`src/design/crcfr_pkg.sv`:
```
// crcfr_pkg: types, codes and the crc16 step shared by the frame responder modules
// no dependencies; every other file of the block but crcfr_checker refers to it by scoped names

package crcfr_pkg;

   localparam int BYTE_W = 8;
   localparam int ERR_W  = 4;
   localparam int CRC_W  = 16;

   localparam int TICK_QUEUE_DEPTH = 2;

   // request kinds
   localparam logic [1:0] KIND_BYTE = 2'd0;
   localparam logic [1:0] KIND_GAP  = 2'd1;
   localparam logic [1:0] KIND_TICK = 2'd2;

   localparam logic [BYTE_W-1:0] HEAD_BYTE = 8'hA5;
   localparam logic [CRC_W-1:0]  CRC_INIT  = 16'hFFFF;
   localparam logic [CRC_W-1:0]  CRC_POLY  = 16'hA001;

   // command bytes of a received frame
   localparam logic [BYTE_W-1:0] CMD_STATE   = 8'h00;
   localparam logic [BYTE_W-1:0] CMD_REFUND  = 8'h01;
   localparam logic [BYTE_W-1:0] CMD_CHANNEL = 8'h02;
   localparam logic [BYTE_W-1:0] CMD_PAUSE   = 8'h03;

   // reply command bytes
   localparam logic [BYTE_W-1:0] RPL_IDLE        = 8'h80;
   localparam logic [BYTE_W-1:0] RPL_BRUSH       = 8'h81;
   localparam logic [BYTE_W-1:0] RPL_PAUSE       = 8'h82;
   localparam logic [BYTE_W-1:0] RPL_CHANNEL     = 8'h83;
   localparam logic [BYTE_W-1:0] RPL_REFUND_REQ  = 8'h84;
   localparam logic [BYTE_W-1:0] RPL_REFUND_DONE = 8'h85;
   localparam logic [BYTE_W-1:0] RPL_UNKNOWN     = 8'hF5;
   localparam logic [BYTE_W-1:0] RPL_ERR_BASE    = 8'hF0;

   localparam logic [BYTE_W-1:0] PAUSE_DELAY_RESET = 8'd100;

   typedef enum logic [2:0] {
      V_NONE  = 3'd0,
      V_RIGHT = 3'd1,
      V_LEN   = 3'd2,
      V_HEAD  = 3'd3,
      V_CRC   = 3'd4
   } verdict_type;

   // one tick as handed from the front to the back
   typedef struct packed {
      verdict_type       verdict;
      logic [BYTE_W-1:0] cmd;
      logic              brush_pending;
      logic [BYTE_W-1:0] brush_count;
      logic              refund_pending;
      logic              refund_done;
      logic [BYTE_W-1:0] refund_channel;
   } tick_entry_type;

   // one byte of modbus crc16, reflected
   function automatic logic [CRC_W-1:0] crc16_step(input logic [CRC_W-1:0] crc,
                                                   input logic [BYTE_W-1:0] data);
      logic [CRC_W-1:0] c;
      c = crc ^ {8'h00, data};
      for (int b = 0; b < BYTE_W; b++) begin
         if (c[0]) begin
            c = (c >> 1) ^ CRC_POLY;
         end else begin
            c = c >> 1;
         end
      end
      return c;
   endfunction

endpackage

```
`src/design/crcfr_fifo.sv`:
```
// crcfr_fifo: short queue of tick entries between the front and the back
// depends on crcfr_pkg for the entry type and depth

module crcfr_fifo (
   input  logic                     clock,
   input  logic                     reset,
   input  logic                     push,
   input  crcfr_pkg::tick_entry_type push_data,
   output logic                     full,
   input  logic                     pop,
   output logic                     empty,
   output crcfr_pkg::tick_entry_type pop_data
);

   localparam int DEPTH = crcfr_pkg::TICK_QUEUE_DEPTH;
   localparam int PTR_W = (DEPTH > 1) ? $clog2(DEPTH) : 1;
   localparam int CNT_W = $clog2(DEPTH + 1);

   crcfr_pkg::tick_entry_type slot_ff [DEPTH];
   logic [PTR_W-1:0] wr_ptr_ff, wr_ptr_in;
   logic [PTR_W-1:0] rd_ptr_ff, rd_ptr_in;
   logic [CNT_W-1:0] count_ff, count_in;
   logic             do_push, do_pop;

   assign full     = (count_ff == CNT_W'(DEPTH));
   assign empty    = (count_ff == '0);
   assign pop_data = slot_ff[rd_ptr_ff];
   assign do_push  = push && !full;
   assign do_pop   = pop && !empty;

   always_comb begin
      wr_ptr_in = wr_ptr_ff;
      rd_ptr_in = rd_ptr_ff;
      count_in  = count_ff;
      if (do_push) begin
         wr_ptr_in = (wr_ptr_ff == PTR_W'(DEPTH - 1)) ? '0 : wr_ptr_ff + 1'b1;
      end
      if (do_pop) begin
         rd_ptr_in = (rd_ptr_ff == PTR_W'(DEPTH - 1)) ? '0 : rd_ptr_ff + 1'b1;
      end
      if (do_push && !do_pop) begin
         count_in = count_ff + 1'b1;
      end else if (do_pop && !do_push) begin
         count_in = count_ff - 1'b1;
      end
   end

   always_ff @(posedge clock) begin
      if (do_push) begin
         slot_ff[wr_ptr_ff] <= push_data;
      end
   end

   always_ff @(posedge clock) begin
      if (reset) begin
         wr_ptr_ff <= '0;
         rd_ptr_ff <= '0;
         count_ff  <= '0;
      end else begin
         wr_ptr_ff <= wr_ptr_in;
         rd_ptr_ff <= rd_ptr_in;
         count_ff  <= count_in;
      end
   end

endmodule

```
`src/design/crcfr_front.sv`:
```
// crcfr_front: collects frame bytes, checks length, head and crc at a line gap,
// and turns each tick into a queue entry; depends on crcfr_pkg

module crcfr_front #(
   parameter int FRAME_BYTES = 8
) (
   input  logic                        clock,
   input  logic                        reset,
   input  logic                        accept,
   input  logic [1:0]                  kind,
   input  logic [crcfr_pkg::BYTE_W-1:0] rx_byte,
   input  logic                        brush_pending,
   input  logic [crcfr_pkg::BYTE_W-1:0] brush_count,
   input  logic                        refund_pending,
   input  logic                        refund_done,
   input  logic [crcfr_pkg::BYTE_W-1:0] refund_channel,
   output logic                        busy,
   output logic                        tick_push,
   output crcfr_pkg::tick_entry_type   tick_entry
);

   localparam int IDX_W = $clog2(FRAME_BYTES);
   localparam int CNT_W = $clog2(FRAME_BYTES + 1);

   typedef enum logic {
      ST_IDLE,
      ST_CHECK
   } state_type;

   state_type                        state_ff;
   logic [CNT_W-1:0]                 count_ff;
   crcfr_pkg::verdict_type           verdict_ff;
   logic [crcfr_pkg::CRC_W-1:0]      crc_ff, crc_in;
   logic [IDX_W-1:0]                 idx_ff;
   logic [crcfr_pkg::BYTE_W-1:0]     frame_ff [FRAME_BYTES];
   logic                             room;
   logic                             crc_match;

   assign busy      = (state_ff == ST_CHECK);
   assign room      = (count_ff < CNT_W'(FRAME_BYTES));
   assign tick_push = accept && (kind == crcfr_pkg::KIND_TICK);

   assign crc_in    = crcfr_pkg::crc16_step(crc_ff, frame_ff[idx_ff]);
   // received crc arrives low byte first
   assign crc_match = (crc_in == {frame_ff[FRAME_BYTES-1], frame_ff[FRAME_BYTES-2]});

   always_comb begin
      tick_entry.verdict        = verdict_ff;
      tick_entry.cmd            = frame_ff[1];
      tick_entry.brush_pending  = brush_pending;
      tick_entry.brush_count    = brush_count;
      tick_entry.refund_pending = refund_pending;
      tick_entry.refund_done    = refund_done;
      tick_entry.refund_channel = refund_channel;
   end

   always_ff @(posedge clock) begin
      if (accept && (kind == crcfr_pkg::KIND_BYTE) && room) begin
         frame_ff[count_ff[IDX_W-1:0]] <= rx_byte;
      end
   end

   always_ff @(posedge clock) begin
      if (reset) begin
         state_ff   <= ST_IDLE;
         count_ff   <= '0;
         verdict_ff <= crcfr_pkg::V_NONE;
      end else begin
         unique case (state_ff)
            ST_IDLE: begin
               if (accept) begin
                  if (kind == crcfr_pkg::KIND_BYTE) begin
                     if (room) begin
                        count_ff <= count_ff + 1'b1;
                     end
                  end else if (kind == crcfr_pkg::KIND_GAP) begin
                     count_ff <= '0;
                     if (room) begin
                        verdict_ff <= crcfr_pkg::V_LEN;
                     end else if (frame_ff[0] != crcfr_pkg::HEAD_BYTE) begin
                        verdict_ff <= crcfr_pkg::V_HEAD;
                     end else begin
                        crc_ff   <= crcfr_pkg::CRC_INIT;
                        idx_ff   <= '0;
                        state_ff <= ST_CHECK;
                     end
                  end else if (kind == crcfr_pkg::KIND_TICK) begin
                     verdict_ff <= crcfr_pkg::V_NONE;
                  end
               end
            end
            ST_CHECK: begin
               // one buffered byte per cycle through the crc
               crc_ff <= crc_in;
               idx_ff <= idx_ff + 1'b1;
               if (idx_ff == IDX_W'(FRAME_BYTES - 3)) begin
                  verdict_ff <= crc_match ? crcfr_pkg::V_RIGHT : crcfr_pkg::V_CRC;
                  state_ff   <= ST_IDLE;
               end
            end
            default: state_ff <= ST_IDLE;
         endcase
      end
   end

endmodule

```
`src/design/crcfr_back.sv`:
```
// crcfr_back: takes tick entries, updates the error and pause counters and
// sends the reply frame or a status item; depends on crcfr_pkg

module crcfr_back #(
   parameter int FRAME_BYTES = 8,
   parameter int ERROR_CAP   = 10
) (
   input  logic                         clock,
   input  logic                         reset,
   input  logic                         queue_empty,
   input  crcfr_pkg::tick_entry_type    entry,
   output logic                         queue_pop,
   input  logic                         csr_write_enable,
   input  logic [crcfr_pkg::BYTE_W-1:0] csr_write_data,
   output logic                         rsp_empty,
   input  logic                         rsp_pop,
   output logic                         rsp_tx_valid,
   output logic [crcfr_pkg::BYTE_W-1:0] rsp_tx_byte,
   output logic                         rsp_tx_last,
   output logic                         rsp_clear_brush,
   output logic [crcfr_pkg::ERR_W-1:0]  rsp_error_level,
   output logic [crcfr_pkg::BYTE_W-1:0] rsp_pause_remaining
);

   localparam int IDX_W = $clog2(FRAME_BYTES);
   localparam int BW    = crcfr_pkg::BYTE_W;
   localparam int EW    = crcfr_pkg::ERR_W;

   typedef enum logic {
      ST_IDLE,
      ST_EMIT
   } state_type;

   state_type                   state_ff;
   logic                        out_valid_ff, out_valid_in;
   logic [EW-1:0]               err_ff, err_in;
   logic [BW-1:0]               pause_ff, pause_in;
   logic [BW-1:0]               pause_delay_ff;
   logic [BW-1:0]               cmd_ff, cmd_in;
   logic [BW-1:0]               data0_ff, data0_in;
   logic                        clr_ff, clr_in;
   logic [IDX_W-1:0]            idx_ff;
   logic [crcfr_pkg::CRC_W-1:0] crc_ff;
   logic                        can_load;
   logic                        out_load;
   logic                        last_byte;
   logic [EW:0]                 err_sum;
   logic [BW-1:0]               pause_base;
   logic [BW-1:0]               byte_cur;
   logic [BW-1:0]               tx_byte_ff;
   logic                        tx_last_ff;
   logic                        tx_flag_ff;
   logic                        clear_ff;
   logic [EW-1:0]               err_out_ff;
   logic [BW-1:0]               pause_out_ff;

   assign can_load  = !out_valid_ff || rsp_pop;
   assign queue_pop = (state_ff == ST_IDLE) && !queue_empty && can_load;
   assign last_byte = (idx_ff == IDX_W'(FRAME_BYTES - 1));

   // output register fills on a status item or a reply byte, empties on pop
   assign out_load     = (queue_pop && (entry.verdict == crcfr_pkg::V_NONE))
                         || ((state_ff == ST_EMIT) && can_load);
   assign out_valid_in = out_load || (out_valid_ff && !rsp_pop);

   assign rsp_empty           = !out_valid_ff;
   assign rsp_tx_valid        = tx_flag_ff;
   assign rsp_tx_byte         = tx_byte_ff;
   assign rsp_tx_last         = tx_last_ff;
   assign rsp_clear_brush     = clear_ff;
   assign rsp_error_level     = err_out_ff;
   assign rsp_pause_remaining = pause_out_ff;

   // verdict decode and counter updates for the entry at the head of the queue
   always_comb begin
      err_sum    = {1'b0, err_ff} + (EW + 1)'(2);
      err_in     = err_ff;
      cmd_in     = crcfr_pkg::RPL_IDLE;
      data0_in   = '0;
      clr_in     = 1'b0;
      pause_base = pause_ff;
      if (entry.verdict == crcfr_pkg::V_RIGHT) begin
         err_in = (err_ff != '0) ? err_ff - 1'b1 : err_ff;
         unique case (entry.cmd)
            crcfr_pkg::CMD_STATE: begin
               if (entry.brush_pending) begin
                  cmd_in   = crcfr_pkg::RPL_BRUSH;
                  data0_in = entry.brush_count;
               end else if (entry.refund_pending) begin
                  cmd_in = crcfr_pkg::RPL_REFUND_REQ;
               end else begin
                  cmd_in = crcfr_pkg::RPL_IDLE;
               end
            end
            crcfr_pkg::CMD_REFUND: begin
               cmd_in = entry.refund_done ? crcfr_pkg::RPL_REFUND_DONE
                                          : crcfr_pkg::RPL_IDLE;
            end
            crcfr_pkg::CMD_CHANNEL: begin
               cmd_in   = crcfr_pkg::RPL_CHANNEL;
               data0_in = entry.refund_channel;
               clr_in   = 1'b1;
            end
            crcfr_pkg::CMD_PAUSE: begin
               cmd_in     = crcfr_pkg::RPL_PAUSE;
               pause_base = pause_delay_ff;
            end
            default: cmd_in = crcfr_pkg::RPL_UNKNOWN;
         endcase
      end else if (entry.verdict != crcfr_pkg::V_NONE) begin
         cmd_in = crcfr_pkg::RPL_ERR_BASE | BW'(entry.verdict);
         err_in = (err_sum >= (EW + 1)'(ERROR_CAP)) ? EW'(ERROR_CAP) : err_sum[EW-1:0];
      end
      pause_in = (pause_base != '0) ? pause_base - 1'b1 : pause_base;
   end

   // reply byte at the current position
   always_comb begin
      priority if (idx_ff == IDX_W'(FRAME_BYTES - 1)) begin
         byte_cur = crc_ff[15:8];
      end else if (idx_ff == IDX_W'(FRAME_BYTES - 2)) begin
         byte_cur = crc_ff[7:0];
      end else if (idx_ff == '0) begin
         byte_cur = crcfr_pkg::HEAD_BYTE;
      end else if (idx_ff == IDX_W'(1)) begin
         byte_cur = cmd_ff;
      end else if (idx_ff == IDX_W'(2)) begin
         byte_cur = data0_ff;
      end else begin
         byte_cur = '0;
      end
   end

   always_ff @(posedge clock) begin
      if (reset) begin
         state_ff       <= ST_IDLE;
         out_valid_ff   <= 1'b0;
         err_ff         <= '0;
         pause_ff       <= '0;
         pause_delay_ff <= crcfr_pkg::PAUSE_DELAY_RESET;
      end else begin
         out_valid_ff <= out_valid_in;
         if (csr_write_enable) begin
            pause_delay_ff <= csr_write_data;
         end
         unique case (state_ff)
            ST_IDLE: begin
               if (queue_pop) begin
                  err_ff   <= err_in;
                  pause_ff <= pause_in;
                  if (entry.verdict == crcfr_pkg::V_NONE) begin
                     tx_flag_ff   <= 1'b0;
                     tx_byte_ff   <= '0;
                     tx_last_ff   <= 1'b1;
                     clear_ff     <= 1'b0;
                     err_out_ff   <= err_in;
                     pause_out_ff <= pause_in;
                  end else begin
                     cmd_ff   <= cmd_in;
                     data0_ff <= data0_in;
                     clr_ff   <= clr_in;
                     idx_ff   <= '0;
                     crc_ff   <= crcfr_pkg::CRC_INIT;
                     state_ff <= ST_EMIT;
                  end
               end
            end
            ST_EMIT: begin
               if (can_load) begin
                  tx_flag_ff   <= 1'b1;
                  tx_byte_ff   <= byte_cur;
                  tx_last_ff   <= last_byte;
                  clear_ff     <= clr_ff;
                  err_out_ff   <= err_ff;
                  pause_out_ff <= pause_ff;
                  // crc runs over everything before the two crc bytes
                  if (idx_ff < IDX_W'(FRAME_BYTES - 2)) begin
                     crc_ff <= crcfr_pkg::crc16_step(crc_ff, byte_cur);
                  end
                  idx_ff <= idx_ff + 1'b1;
                  if (last_byte) begin
                     state_ff <= ST_IDLE;
                  end
               end
            end
            default: state_ff <= ST_IDLE;
         endcase
      end
   end

endmodule

```
`src/design/crc_checked_frame_responder_core.sv`:
```
// Frame responder with crc check: receives request items on a queue-style input
// (req_push / req_full) and hands result items out on a queue-style output
// (rsp_empty / rsp_pop); pause_delay is written through csr_write_enable/data.
// A request is a received byte, a line gap that closes the frame, or a tick.
// A byte is stored in the frame buffer while it has room. A gap after a full frame
// with a good head byte holds req_full high while the frame crc is worked out
// one byte per cycle; other gaps do not raise req_full.
// A tick is queued (two deep) and the back end answers it: a status item goes into
// the output register when the back end pops the tick, the first reply byte once
// it has moved to its emit state; a reply frame then gives one byte per cycle while
// rsp_pop keeps up. The reply crc is computed as the bytes go out.
// If the receiver stalls, the output register holds its item, the back end
// waits, and the input keeps taking bytes and gaps until the tick queue fills.
// Reset (synchronous) empties the queue and output, clears the byte count,
// pending verdict, error and pause counters and sets pause_delay to 100; the
// frame buffer keeps whatever it held.
// Depends on crcfr_pkg, crcfr_front, crcfr_fifo and crcfr_back.

module crc_checked_frame_responder_core #(
   parameter int FRAME_BYTES = 8,
   parameter int ERROR_CAP   = 10
) (
   input  logic       clock,
   input  logic       reset,
   input  logic       req_push,
   output logic       req_full,
   input  logic [1:0] req_kind,
   input  logic [7:0] req_rx_byte,
   input  logic       req_brush_pending,
   input  logic [7:0] req_brush_count,
   input  logic       req_refund_pending,
   input  logic       req_refund_done,
   input  logic [7:0] req_refund_channel,
   output logic       rsp_empty,
   input  logic       rsp_pop,
   output logic       rsp_tx_valid,
   output logic [7:0] rsp_tx_byte,
   output logic       rsp_tx_last,
   output logic       rsp_clear_brush,
   output logic [3:0] rsp_error_level,
   output logic [7:0] rsp_pause_remaining,
   input  logic       csr_write_enable,
   input  logic [7:0] csr_write_data
);

   logic                      front_busy;
   logic                      req_accept;
   logic                      tick_push;
   crcfr_pkg::tick_entry_type tick_entry;
   crcfr_pkg::tick_entry_type head_entry;
   logic                      queue_full;
   logic                      queue_empty;
   logic                      queue_pop;

   assign req_full   = front_busy || queue_full;
   assign req_accept = req_push && !req_full;

   crcfr_front #(
      .FRAME_BYTES(FRAME_BYTES)
   ) u_front (
      .clock          (clock),
      .reset          (reset),
      .accept         (req_accept),
      .kind           (req_kind),
      .rx_byte        (req_rx_byte),
      .brush_pending  (req_brush_pending),
      .brush_count    (req_brush_count),
      .refund_pending (req_refund_pending),
      .refund_done    (req_refund_done),
      .refund_channel (req_refund_channel),
      .busy           (front_busy),
      .tick_push      (tick_push),
      .tick_entry     (tick_entry)
   );

   crcfr_fifo u_queue (
      .clock     (clock),
      .reset     (reset),
      .push      (tick_push),
      .push_data (tick_entry),
      .full      (queue_full),
      .pop       (queue_pop),
      .empty     (queue_empty),
      .pop_data  (head_entry)
   );

   crcfr_back #(
      .FRAME_BYTES(FRAME_BYTES),
      .ERROR_CAP  (ERROR_CAP)
   ) u_back (
      .clock               (clock),
      .reset               (reset),
      .queue_empty         (queue_empty),
      .entry               (head_entry),
      .queue_pop           (queue_pop),
      .csr_write_enable    (csr_write_enable),
      .csr_write_data      (csr_write_data),
      .rsp_empty           (rsp_empty),
      .rsp_pop             (rsp_pop),
      .rsp_tx_valid        (rsp_tx_valid),
      .rsp_tx_byte         (rsp_tx_byte),
      .rsp_tx_last         (rsp_tx_last),
      .rsp_clear_brush     (rsp_clear_brush),
      .rsp_error_level     (rsp_error_level),
      .rsp_pause_remaining (rsp_pause_remaining)
   );

endmodule

```
`config.mk`:
```
export PLATFORM = sky130hd
export DESIGN_NAME = crc_checked_frame_responder_core
export DESIGN_NICKNAME = d
export VERILOG_FILES = /design/src/design/crcfr_pkg.sv /design/src/design/crcfr_fifo.sv /design/src/design/crcfr_front.sv /design/src/design/crcfr_back.sv /design/src/design/crc_checked_frame_responder_core.sv
export SDC_FILE = /design/constraint.sdc
export NUM_CORES = 1
export LEC_CHECK = 0
export BUFFER_PORTS_ARGS = -buffer_cell sky130_fd_sc_hd__buf_4
export CAP_MARGIN = 40
export CORE_MARGIN = 8
export CORE_UTILIZATION = 27
export DETAILED_ROUTE_END_ITERATION = 8
export PLACE_DENSITY = 0.5
export SYNTH_ARGS = -nofsm -noshare
export SYNTH_HDL_FRONTEND = slang
export SYNTH_HIERARCHICAL = 1
export SYNTH_SLANG_ARGS = --single-unit
```
`constraint.sdc`:
```
create_clock -name clock -period 4.1 [get_ports clock]
set_clock_uncertainty 0.2 [all_clocks]
set_input_delay 0.615 -clock clock [delete_from_list [all_inputs] [get_ports clock]]
set_output_delay 0.615 -clock clock [all_outputs]
set_load 0.01 [all_outputs]
```
Yosys cells after proc, flatten, opt, wreduce, memory -nomap -nowiden. Memories as Yosys holds them, arrays and structs flattened. A register that Yosys moved wholly into a read port is not among the register bits. Cells that the tools add are included.

Input port bits: 42. Memories kept: 2. Bits in writable memories: 124. Flip-flop bits (word level): 112.

Memory list: u_front.frame_ff (words 8, width 8, rd ports 5, clocked after memory_dff 1, wr ports 1, line crcfr_front.sv:35) `logic [crcfr_pkg::BYTE_W-1:0] frame_ff [FRAME_BYTES];`; u_queue.slot_ff (words 2, width 30, rd ports 1, clocked after memory_dff 1, wr ports 1, line crcfr_fifo.sv:19) `crcfr_pkg::tick_entry_type slot_ff [DEPTH];`.

Eq/ne operators: 28. Reductions and logical operators: 42. Bitwise operators: 22. Magnitude comparators: 3. $add $sub $neg: 10. Muxes and demuxes: 143.

Operators by type and width (count): two-way mux 16 bit (53); two-way mux 8 bit (17); one-hot mux 16 bit (2 select lines) (2); two-way mux 3 bit (19); inverter 2 -> 3 bit (16); one-hot mux 8 bit (2 select lines) (3); two-way mux 4 bit (10); one-hot mux 8 bit (4 select lines) (1); bitwise XOR 16 x 8 -> 16 bit (2); two-way mux 1 bit (26); one-hot mux 3 bit (2 select lines) (3); equality test 16 bit (1); equality test 8 x 2 -> 1 bit (second input constant) (2); inequality test 2 bit (second input constant) (8); AND reduction 4 bit (4); logical AND 1 bit (13); one-hot mux 1 bit (2 select lines) (5); AND reduction 5 bit (2); equality test 3 bit (second input constant) (3); equality test 8 x 1 -> 1 bit (second input constant) (1); zero test 8 bit (1); inequality test 2 x 1 -> 1 bit (second input constant) (4); inequality test 8 bit (second input constant) (1); one-hot mux 4 bit (2 select lines) (1); other kinds (30) (50).

Longest topological paths before layout. Gate-level depths: netlist of the first run.

Depth in word-level cells: 54. Mapped depth: 14.

Modules after synthesis. Netlist of the first run, hierarchy kept.

Modules (own cells, without submodules): crcfr_front (area an instance 4580.6 um^2, instances 1, sequential area each 2712.6 um^2, cells an instance 310); crcfr_back (area an instance 4405.5 um^2, instances 1, sequential area each 2092.0 um^2, cells an instance 446); crcfr_fifo (area an instance 2372.3 um^2, instances 1, sequential area each 1901.8 um^2, cells an instance 118); crc_checked_frame_responder_core (area an instance 13.8 um^2, instances 1, sequential area each 0.0 um^2, cells an instance 2).

Worst setup path after synthesis of the first run. No wires, ideal clock.

Kind: reg-to-reg. From: reg with a tool-made name. To: reg u_back.clear_ff (netlist: u_back/rsp_clear_brush), enable pin. Stages on the path, launching flop included: 8. Slack: 275 ps. Required time: 3468 ps. Library setup time: 432 ps. Data arrival time: 3193 ps. Cells stage by stage: dfxtp_1 > buf_2 > mux2_2 > or2_2 > clkbuf_1 > nor2_1 > a21oi_1 > nor3_1.

RTL lines: end signal, assigned (line crcfr_back.sv:173) `clear_ff <= clr_ff;`; end, declared (line crcfr_back.sv:53) `logic clear_ff;`.

==> impl_metrics.tcl, run 1 <==
set metrics [dict create \
    yosysWarnings 6 \
    routedWlPerCell_um 16.5 \
    clkTransAtPathRegs_ps 60 \
    design_area_mm2 0.0132 \
    die_w_um 221 \
    reg2reg_to "u_back/rsp_pause_remaining[0]" \
    worstMarginPinSlew_ps 864 \
    grt_pass1_wl_um 39400 \
    dp_hpwl_um 17500 \
    synth_top_area_share_pct 52.3 \
    nets 993 \
    r2r_cells 10 \
    post_dp_cell_area_mm2 0.0124 \
    tritoncts "done" \
    gp_congestion 0.798 \
    worstHoldStart "req_brush_count[7]" \
    drv_slew 0 \
    outcome "finished, final reports clean" \
    port_buffers 66 \
    crit_required_ps 4190 \
    power-per-cell-area_mw_per_mm2 506 \
    dieArea_mm2 0.0489 \
    cp_slowest_cell "or3_1" \
    ir_worst_vdd_v 0.000308 \
    drc_errors 0 \
    dieHeight_um 221 \
    synth_area_leaders "edfxtp_1 (52%), dfxtp_1 (6.7%), mux2_2 (5.3%)" \
    drive_above_1_share_pct 23.6 \
    synth_area_mm2 0.0114 \
    wirelength_um 24700 \
    syn_inst 876 \
    routed_via_density 4.55 \
    fmax_mhz 261 \
    clk_path_buf_depth 3 \
    ys_seq_elements 236 \
    grt_max_degree 37 \
    cts_root_buf "clkbuf_16" \
    crit_chain "buf_4, mux2_2, nor3b_2, and4b_1, mux2i_1, ha_1, o21ai_1, or3_1, xnor2_1, mux2_2" \
    synth_nets 936 \
    path_class "reg -> reg" \
    yosysSeqAreaShare_pct 59.0 \
    synth_cell_types 78 \
    period_minus_slack_ps 3830 \
    yosys.area.top_type "edfxtp_1" \
    clock_sinks 236 \
    rows 75 \
    path_max_fanout 9 \
    cpLargestDelayFamily "simple AND/OR/NAND/NOR gates" \
    design.portCount 67 \
    synth_flop_cell "edfxtp_1" \
    htreeDepth 1 \
    grt_pass1_vias 6922 \
    crit_top_cell "mux2_2" \
    p_leak_nw 4.66 \
    drv_cap 0 \
    start_util_pct 27.2 \
    clk_latency_ps 540 \
    hold_path_class "in -> reg" \
    grtUsageTotal_pct 9.90 \
    synth_edf_count 198 \
    total_power_w 0.00671 \
    antenna_cells 0 \
    arrival_ps 3920 \
    holdBufCountCts 0 \
    cpPeakStageDelay_ps 480 \
    cp_num_buf_inv 1 \
    finalHoldViolCount 0 \
    area_growth_pct 16.4 \
    cts_resized 0 \
    regToRegSetupSlack_ps 270 \
    overflow 0 \
    ant_nets 0 \
    fin_crit_sh_pct 93.4 \
    synth.most_common_cell "edfxtp_1" \
    ys_async_sr_fraction_pct 0 \
    rsz0062_at_grt "no" \
    slew_headroom_pct 42.2 \
    num_vias 6790 \
    post-cts-setup-buffers 0 \
    whs_endpoint "u_queue/slot_ff[1][17]" \
    avgSynthCellArea_um2 13.0 \
    holdPathStages 1 \
    dr.pass1.iters 5 \
    antenna_found_initial 0 \
    start_kind "register" \
    coreArea_mm2 0.0418 \
    end_kind "register" \
    setup_violations 0 \
    drtIter0Drc 402 \
    cts-buffers-inserted 26 \
    synth_common_cells "edfxtp_1 (198), nor2_1 (86), nand2_1 (68), mux2_2 (54), mux2i_1 (40)" \
    setup-tns-final_ps 0 \
]
-- cell type report --
| cell class | instances | area, µm² |
|---|---|---|
| flip-flops and latches | 236 | 6710 |
| repair buffers | 84 | 643 |
| multi-input cells | 561 | 4240 |
| well taps | 539 | 674 |
| fillers | 4196 | 28500 |
| clock buffers | 29 | 693 |
| clock inverters | 19 | 195 |
| inverters | 24 | 90.1 |
-- state kept, by name (all words and copies together) (netlist names), 2 cells and up, named ones only --
name                        cells
u_front/frame_ff               64
u_queue/slot_ff                60
u_back/crc_ff                  16
u_front/crc_ff                 16
u_back/data0_ff                 8
u_back/pause_delay_ff           8
u_back/pause_ff                 8
u_back/rsp_pause_remaining      8
u_back/rsp_tx_byte              8
u_back/cmd_ff                   4
u_back/err_ff                   4
u_back/rsp_error_level          4
u_front/count_ff                4
u_back/idx_ff                   3
u_front/idx_ff                  3
u_front/verdict_ff              3
u_queue/count_ff                2
-- per-layer routing --
metal	vias to the layer above	GRT usage, %	wire [µm]
met5	-	0	0
met4	0	2.71	544
met3	32	1.94	986
met2	125	16.3	11600
met1	3333	13.1	11600
li1	3300	-	-
-- where the power goes --
| group | internal (W) | total, W | switching (W) |
|---|---|---|---|
| Combinational | 0.000619 | 0.00141 | 0.000786 |
| Sequential | 0.00280 | 0.00290 | 0.0000982 |
| Clock | 0.00142 | 0.00240 | 0.000984 |
-- metrics by stage --
stage,instances,utilization [%],worst slack [ps],hold slack [ps]
6_report,1492,31.7,272,61.1
5_1_grt,1492,31.7,43.4,42.8
4_1_cts,1492,31.7,261,27.7
3_5_place_dp,1444,29.6,282,264
3_3_place_gp,1443,29.6,372,259
2_1_floorplan,876,-,275,206
-- placed cells by master (no fill, tap or decap), types with 5 or more instances in the layout --
cell type    n
mux2i_1     40
nand2b_1    20
o22ai_1      7
clkinv_2     8
buf_4       83
xnor2_2      5
o211ai_1     5
nand3_1     13
or3_1        8
a22oi_1      9
a21oi_1     25
a31oi_1      5
edfxtp_1   198
o21ai_0     20
nor2b_1      8
inv_1       23
clkbuf_16   27
and2_1      10
nand2_1     68
xor2_1      22
ha_1        18
a211oi_1     8
nor3_1      18
mux2_2      54
dfxtp_1     38
xnor2_1     27
nor2_1      85
-- worst max-delay path by stage --
stage	start	cells after the start	endpoint
2_1_floorplan	register	7	u_back/rsp_clear_brush
3_3_place_gp	register	9	u_back/rsp_pause_remaining[0]
3_5_place_dp	register	10	u_back/rsp_pause_remaining[0]
4_1_cts	register	10	u_back/rsp_pause_remaining[0]
5_1_grt	register	10	u_back/rsp_pause_remaining[0]
6_report	register	10	u_back/rsp_pause_remaining[0]
-- kinds of logic (layout without fill, tap and decap cells) --
family,Yosys count,after routing,share of synthesized area (%)
AO/OA/AOI/OAI,117,117,7.64
multiplexers,98,98,9.66
XOR/XNOR,65,65,6.68
adder cells (fa/ha/maj),18,18,1.98
buffers and inverters,79,156,3.85
AND/OR/NAND/NOR,263,263,11.2
flip-flops,236,236,59.0
(Power assumes the default switching activity.)
==> run 2: changes to the inputs <==
--- a/config.mk
+++ b/config.mk
@@ -7,6 +7,7 @@
 export LEC_CHECK = 0
 export BUFFER_PORTS_ARGS = -buffer_cell sky130_fd_sc_hd__buf_4
 export CAP_MARGIN = 40
+export CORE_ASPECT_RATIO = 0.8
 export CORE_MARGIN = 8
 export CORE_UTILIZATION = 27
 export DETAILED_ROUTE_END_ITERATION = 8
==> impl_metrics.tcl, run 2 (same netlist as run 1, synthesis figures left out) <==
set metrics [dict create \
    path_class "reg -> reg" \
    drv_slew 0 \
    drtIter0Drc 450 \
    hold_path_class "in -> reg" \
    clkTransAtPathRegs_ps 60 \
    period_minus_slack_ps 3720 \
    nFillCells 4190 \
    fin_crit_sh_pct 90.7 \
    design.portCount 67 \
    setup_violations 0 \
    arrival_ps 3800 \
    fmax_mhz 269 \
    grtUsageTotal_pct 10.2 \
    path_max_fanout 20 \
    design_area_mm2 0.0133 \
    cts_root_buf "clkbuf_16" \
    worstMarginPinSlew_ps 825 \
    post-cts-setup-buffers 0 \
    tritoncts "done" \
    holdBufCountCts 0 \
    port_buffers 66 \
    post_dp_cell_area_mm2 0.0124 \
    final_util_pct 31.9 \
    nets 999 \
    start_util_pct 27.2 \
    drive_above_1_share_pct 23.6 \
    dieArea_mm2 0.0490 \
    grt_max_degree 37 \
    p_leak_nw 4.72 \
    grt_pass1_vias 6733 \
    setup-tns-final_ps 0 \
    final_common_cell "edfxtp_1" \
    drv_cap 0 \
    clk_latency_ps 540 \
    overflow 0 \
    coreArea_mm2 0.0417 \
    cts_resized 0 \
    area_growth_pct 17.2 \
    wirelength_um 25400 \
    rsz0062_at_grt "no" \
    start_kind "register" \
    grt_pass1_wl_um 39400 \
    routedWlPerCell_um 16.8 \
    antenna_found_initial 0 \
    antenna_cells 0 \
    clock_sinks 236 \
    outcome "finished, final reports clean" \
    htreeDepth 1 \
    slew_headroom_pct 45.0 \
    finalHoldViolCount 0 \
    power-per-cell-area_mw_per_mm2 507 \
    crit_required_ps 4180 \
    end_kind "register" \
    gp_congestion 0.785 \
    final_cell_mix "edfxtp_1 (198), buf_4 (89), nor2_1 (86)" \
    rows 67 \
    die_w_um 245 \
    dieHeight_um 200 \
    routed_via_density 4.47 \
    drc_errors 0 \
    clk_path_buf_depth 3 \
    dp_hpwl_um 18100 \
    ir_worst_vdd_v 0.000269 \
    dr.pass1.iters 4 \
    ant_nets 0 \
    num_vias 6753 \
    largest_reg_flops 64 \
    cts-buffers-inserted 26 \
]
[run 2: cell count changes in the layout (fill, tap and decap cells not counted), sizes merged]
| cell | delta |
|---|---|
| buf | +6 |
| bufinv | +1 |
| clkbuf | +6 |
| clkinvlp | -4 |
| inv | -3 |
[run 2: worst max-delay path, cell delays in order (launching register included)]
cell and delay [ps]:
dfxtp_1 420, buf_4 200, buf_4 290, mux2_2 260, nand2_1 60, and4b_1 390, mux2i_1 340, ha_1 260
o21ai_1 110, or3_1 470, xnor2_1 190, mux2_2 270
[run 2: power by group]
part / total [W] / internal (W) / switching, W
Combinational: 0.00139 / 0.000621 / 0.000772
Sequential: 0.00289 / 0.00280 / 0.0000935
Clock: 0.00247 / 0.00152 / 0.000944
[run 2: worst paths after layout]
check	startpoint	end	slack, ps	depth (start not counted)
setup / recovery	register	u_back/rsp_pause_remaining[0]	380	11
hold / removal	req_refund_channel[3]	u_queue/slot_ff[0][3]	70	1
setup reg to reg	register	u_back/rsp_pause_remaining[0]	380	11
hold reg to reg	u_front/frame_ff[1][5]	u_queue/slot_ff[1][24]	290	0
[run 2: final cells by class]
class	count	area (µm²)	share of cell area (%)
clock buffer	35	744	5.58
timing repair buffer	90	688	5.16
tap	552	691	5.18
clock inverter	13	174	1.30
sequential	236	6710	50.3
inverter	24	90.1	0.676
multi-input combinational	561	4240	31.8
[run 2: metrics by stage]
stage               setup WS, ps  hold WS (ps)  cells  total power (W)
floorplan                    275           206    876          0.00400
global placement             424           266   1461          0.00436
detailed placement           345           275   1463          0.00435
CTS                          311          42.0   1511          0.00685
global route                 110          45.3   1511          0.00710
finish                       382          70.4   1511          0.00675
[run 2: metal layers]
metal / up-vias / global-route usage, % / wire (µm)
li1: 3313 / - / -
met5: - / 0 / 0
met2: 115 / 15.6 / 11100
met1: 3286 / 14.5 / 12400
met4: 0 / 2.65 / 544
met3: 39 / 2.20 / 1390
